File: src/design/sew_pkg.sv
// ----------------------------------------------------------------------------
// sew_pkg
// Shared widths, register indexes, FSM states and control/status structs.
// ----------------------------------------------------------------------------
`timescale 1ns / 1ps

package sew_pkg;

  localparam int PIX_W             = 8;
  localparam int CFG_W             = 11;
  localparam int REG_IDX_W         = 2;
  localparam int DEFAULT_MAX_WIDTH = 1024;

  localparam logic [REG_IDX_W-1:0] REG_IMAGE_WIDTH  = 2'd0;
  localparam logic [REG_IDX_W-1:0] REG_IMAGE_HEIGHT = 2'd1;
  localparam logic [REG_IDX_W-1:0] REG_FINAL_INVERT = 2'd2;

  localparam int RESET_WIDTH  = 640;
  localparam int RESET_HEIGHT = 480;
  localparam int MIN_DIM      = 2;
  localparam int HEIGHT_MAX   = 1024;

  localparam int ROW_W  = 11;  // row position, up to height + 1
  localparam int ROWX_W = 12;  // row position after a wrap, before restart check
  localparam int GRAD_W = 10;  // |Gx|, |Gy| <= 1020
  localparam int SQ_W   = 20;
  localparam int MAG_W  = 21;  // Gx^2 + Gy^2
  localparam int TT_W   = 16;  // trial root squared
  localparam int BIT_W  = 3;   // root bit index

  typedef enum logic [2:0] {
    S_IDLE,
    S_DECODE,
    S_LOAD,
    S_GRAD,
    S_SQR,
    S_SUM,
    S_ROOT,
    S_PUSH
  } state_t;

  typedef struct packed {
    logic accept;     // take input word, wrap / restart position
    logic decode;     // register window flags, read line buffer
    logic load;       // shift column in, write line buffer, advance
    logic grad;       // latch gradients from window
    logic sqr;        // square gradients
    logic sum;        // add squares, start root search
    logic root_step;  // one root bit
    logic push;       // load output register
  } ctrl_cmd_t;

  typedef struct packed {
    logic ignore;     // drain inside the frame
    logic case_a;     // result for the last pixel of the row two above the input
    logic case_b;     // result for the pixel above and left of the current one
    logic root_last;
    logic out_free;
  } dp_status_t;

endpackage

File: src/design/sew_ctrl.sv
// ----------------------------------------------------------------------------
// sew_ctrl
// Sequencer: one word at a time through decode, window, gradient, root.
// ----------------------------------------------------------------------------
`timescale 1ns / 1ps

module sew_ctrl (
  input  logic                  clk,
  input  logic                  rst,
  input  logic                  in_valid,
  output logic                  in_ready,
  input  sew_pkg::dp_status_t   status,
  output sew_pkg::ctrl_cmd_t    cmd
);

  sew_pkg::state_t state;
  sew_pkg::state_t state_next;

  always_ff @(posedge clk) begin
    if (rst) begin
      state <= sew_pkg::S_IDLE;
    end else begin
      state <= state_next;
    end
  end

  always_comb begin
    state_next = state;
    case (state)
      sew_pkg::S_IDLE: begin
        if (in_valid) state_next = sew_pkg::S_DECODE;
      end
      sew_pkg::S_DECODE: begin
        state_next = status.ignore ? sew_pkg::S_IDLE : sew_pkg::S_LOAD;
      end
      sew_pkg::S_LOAD: begin
        if (status.case_a)      state_next = sew_pkg::S_SQR;
        else if (status.case_b) state_next = sew_pkg::S_GRAD;
        else                    state_next = sew_pkg::S_IDLE;
      end
      sew_pkg::S_GRAD: state_next = sew_pkg::S_SQR;
      sew_pkg::S_SQR:  state_next = sew_pkg::S_SUM;
      sew_pkg::S_SUM:  state_next = sew_pkg::S_ROOT;
      sew_pkg::S_ROOT: begin
        if (status.root_last) state_next = sew_pkg::S_PUSH;
      end
      sew_pkg::S_PUSH: begin
        if (status.out_free) state_next = sew_pkg::S_IDLE;
      end
      default: state_next = sew_pkg::S_IDLE;
    endcase
  end

  always_comb begin
    cmd           = '0;
    in_ready      = 1'b0;
    case (state)
      sew_pkg::S_IDLE: begin
        in_ready   = 1'b1;
        cmd.accept = in_valid;
      end
      sew_pkg::S_DECODE: cmd.decode    = !status.ignore;
      sew_pkg::S_LOAD:   cmd.load      = 1'b1;
      sew_pkg::S_GRAD:   cmd.grad      = 1'b1;
      sew_pkg::S_SQR:    cmd.sqr       = 1'b1;
      sew_pkg::S_SUM:    cmd.sum       = 1'b1;
      sew_pkg::S_ROOT:   cmd.root_step = 1'b1;
      sew_pkg::S_PUSH:   cmd.push      = status.out_free;
      default: begin
        cmd      = '0;
        in_ready = 1'b0;
      end
    endcase
  end

endmodule

File: config.mk
export PLATFORM = sky130hd
export DESIGN_NAME = sew_ctrl
export DESIGN_NICKNAME = d
export VERILOG_FILES = /design/src/design/sew_pkg.sv /design/src/design/sew_ctrl.sv
export SDC_FILE = /design/constraint.sdc
export NUM_CORES = 1
export LEC_CHECK = 0
export BUFFER_PORTS_ARGS = -buffer_cell sky130_fd_sc_hd__buf_2
export CELL_PAD_IN_SITES_DETAIL_PLACEMENT = 0
export CELL_PAD_IN_SITES_GLOBAL_PLACEMENT = 1
export CORE_AREA = 4 4 41 43
export DETAILED_ROUTE_END_ITERATION = 7
export DIE_AREA = 0 0 45 47
export GPL_ROUTABILITY_DRIVEN = 0
export PLACE_DENSITY_LB_ADDON = 0.1
export SETUP_SLACK_MARGIN = 0.3
export SKIP_CTS_REPAIR_TIMING = 1
export SLEW_MARGIN = 20
export SYNTH_ARGS = -nofsm -noshare
export SYNTH_HDL_FRONTEND = slang
export SYNTH_SLANG_ARGS = --single-unit
File: constraint.sdc
create_clock -name clk -period 1.65 [get_ports clk]
set_input_delay 0.0825 -clock clk [delete_from_list [all_inputs] [get_ports clk]]
set_output_delay 0.0825 -clock clk [all_outputs]
set_load 0.1 [all_outputs]
==> results by group <==
Critical path
  – CP Launch Type: flop
  – Worst Path Arrival: between 1 and 1.5 ns
  – CP Capture Point: cmd[6]
  – Critical R2R Launch: state[2]$_SDFFE_PP0P_
  – R2r setup slk: approximately 0.38 ns
  – Worst r2r dst: state[0]$_SDFFE_PP0P_
  – CP required: ~1.6 ns
  – Worst Setup Path Type: reg -> out
  – Worst-path fanout max: 7
  – R2r worst-path depth: 3
  – CP Capture Type: output port
  – Critical Path Start: state[0]$_SDFFE_PP0P_

Detailed routing
  – Antenna Violating Nets Remaining: 0
  – DRT Wirelength: 850 µm
  – Via count: around 350
  – Initial detailed-routing violation count: 2
  – Initial DRT Pass Iterations: 4
  – Vias per std cell: 4.689
  – DRC: 0
  – DR WL/cell: ~11 µm

Floorplanning
  – Die height: between 40 and 50 µm
  – Die Width: between 40 and 50 µm
  – IO Pins: 17
  – Cell row count: 13
  – Initial Utilization: 0.2125
  – Full die area: about 2100 µm²
  – Total core area: around 1300 µm²

Cells and area
  – Layout cell share with drive strength beyond 1: 0.7797
  – Area growth, synth to finish: 137.6%
  – Final non-filler cell total: 74
  – Largest registers: state x3
  – Max FFs per register: 3
  – Final net count: 68
  – Area of the multi-input gates: about 260 µm²
  – N_diodes: 0
  – Top reg by flops: state
  – Fill count: 136
  – Register Area: just over 70 µm²

Clocking
  – CTS Buf Count: 3
  – H-tree levels: 1
  – Clock transition at the registers of the reported paths: approximately 0.030 ns
  – Clock Tree Root: clkbuf_4
  – Worst-skew pair later-pin latency: roughly 0.22 ns
  – Clock sinks: 3
  – Clock Tree Buf Depth: 2
  – CTS tree: built

GRT
  – GRT Util Overall: 0.08373
  – Vias in the first global route: 304
  – Initial antenna violation count: 0
  – Gr ovfl total: 0
  – First-pass GRT wire length: 1324 µm
  – Largest net degree at the start of global routing: 12

Timing
  – Least-Margin Pin Slew: approximately 0.28 ns
  – Unrepaired setup endpoints after global routing: true
  – Final Hold Fails: 0
  – Final setup viols: 0
  – Fmax: 734.1 MHz
  – Pins over their slew limit: 0
  – Layout Skew: ~0.0011 ns
  – Max-slew headroom: 0.8128
  – Final worst path period need: between 1 and 1.5 ns
  – Fin crit share: 0.8256
  – Setup TNS: 0 ns

Logic synthesis
  – Library cells used by synthesis: 24
  – Syn nets: 41
  – Post-synthesis sequential area ratio: 0.2172
  – Synthesized cell area: 276.5 µm²
  – Ys Warns: 0
  – Synth Instances: 33
  – Syn avg cell area: 8.379 µm²
  – #FFs+latches synth: 3

Pwr
  – P per Cell Area: about 1600 nW/µm²
  – Maximum VDD drop: 0.0004724 V
  – LEAKAGE: about 0.26 nW

Min path
  – WHS Path Cells: 2
  – Min-delay worst type: in -> reg

Place
  – Dpl cells: 64
  – Post-detail-place hpwl: 675.5 µm
  – IO buf count: 16

Run status
  – Outcome: completed

Flow run
  – Max_cap viols: 0
-- synthesized netlist by cell type --
cell type,n,area (µm²)
a2111oi_2,1,15.01
a211o_1,1,8.760
a211oi_1,1,7.510
a211oi_2,1,12.51
a311oi_1,1,8.760
and2_1,1,6.260
and3_1,1,6.260
and3_2,1,7.510
and4bb_1,1,12.51
buf_2,1,5.000
buf_4,1,7.510
buf_6,1,11.26
dfxtp_1,3,60.06
inv_1,3,11.26
nand2b_1,1,6.260
nand3_1,1,5.000
nor2_1,3,11.26
nor2b_1,1,6.260
nor3_1,3,15.01
nor4_1,1,6.260
nor4_4,1,21.27
o211ai_1,1,7.510
o21a_1,1,7.510
o21ai_0,2,10.01
-- layout by cell type, fill, tap and decap left out --
cell	netlist	routed
a2111oi_2	1	1
a211o_1	1	1
a211oi_1	1	1
a211oi_2	1	1
a311oi_1	1	1
and2_4	0	1
and3_2	1	2
and4bb_1	1	1
buf_12	0	7
buf_2	1	7
buf_4	1	9
buf_6	1	2
clkbuf_1	0	1
clkbuf_4	0	3
dfxtp_4	0	3
inv_1	3	2
inv_6	0	1
nand2b_2	0	1
nand3_1	1	1
nor2_4	0	3
nor2b_1	1	1
nor3_4	0	3
nor4_4	1	2
o211ai_1	1	1
o21a_1	1	1
o21ai_0	2	2
-- logic make-up (layout without fill, tap and decap cells) --
| logic type | after synthesis | count (layout) | share of synthesized area |
|---|---|---|---|
| simple gates | 15 | 15 | 0.3756 |
| compound gates | 9 | 9 | 0.2806 |
| buf+inv | 6 | 32 | 0.1267 |
| flops | 3 | 3 | 0.2172 |
-- critical path, cell delays in order (launching register included) --
cell and delay (ns):
dfxtp_4 0.41, inv_6 0.05, buf_6 0.12, nor4_4 0.26, buf_12 0.21
-- power breakdown --
group | leakage, nW | internal [mW] | total, mW | switching, mW
combinational | 0.216 | 0.296 | 0.750 | 0.453
clock | 0.0150 | 0.0902 | 0.122 | 0.0317
sequential | 0.0267 | 0.102 | 0.173 | 0.0707
-- cell type report --
cell class,count,share of cell area
clock buffer,4,0.04000
sequential,3,0.1086
inverter,3,0.02476
timing repair buffer,25,0.4038
tap,15,0.02857
multi-input combinational,24,0.3943
-- metal layers --
layer,track usage,part of all wire,routed length [µm]
met3,0.03448,0.042,36
met2,0.1554,0.55,467
met4,0,0,0
met1,0.09545,0.41,346
met5,0,0,0
-- per-stage QoR --
stage / util / setup slack (ns) / area, µm² / total power [mW] / hold slack, ns
floorplan: - / -0.2157 / 362.8 / 0.6607 / 0.1535
global placement: 0.4269 / 0.2381 / 555.5 / 0.8167 / 0.2930
detailed placement: 0.4269 / 0.1961 / 555.5 / 0.8193 / 0.3076
CTS: 0.4471 / -0.02089 / 581.8 / 0.9462 / 0.06795
global route: 0.5048 / 0.2212 / 656.9 / 1.092 / 0.06439
finish: 0.5048 / 0.2877 / 656.9 / 1.044 / 0.06671
-- worst min-delay path by stage --
stage                     startpoint                    end  slack, ns
final                            rst  state[1]$_SDFFE_PP0P_       0.07
after floorplan                  rst  state[2]$_SDFFE_PP0P_       0.15
after detailed placement         rst  state[2]$_SDFFE_PP0P_       0.31
after global placement           rst  state[2]$_SDFFE_PP0P_       0.29
after global routing             rst  state[1]$_SDFFE_PP0P_       0.06
after CTS                        rst  state[2]$_SDFFE_PP0P_       0.07
No activity file was read; power rests on OpenSTA's default activity.
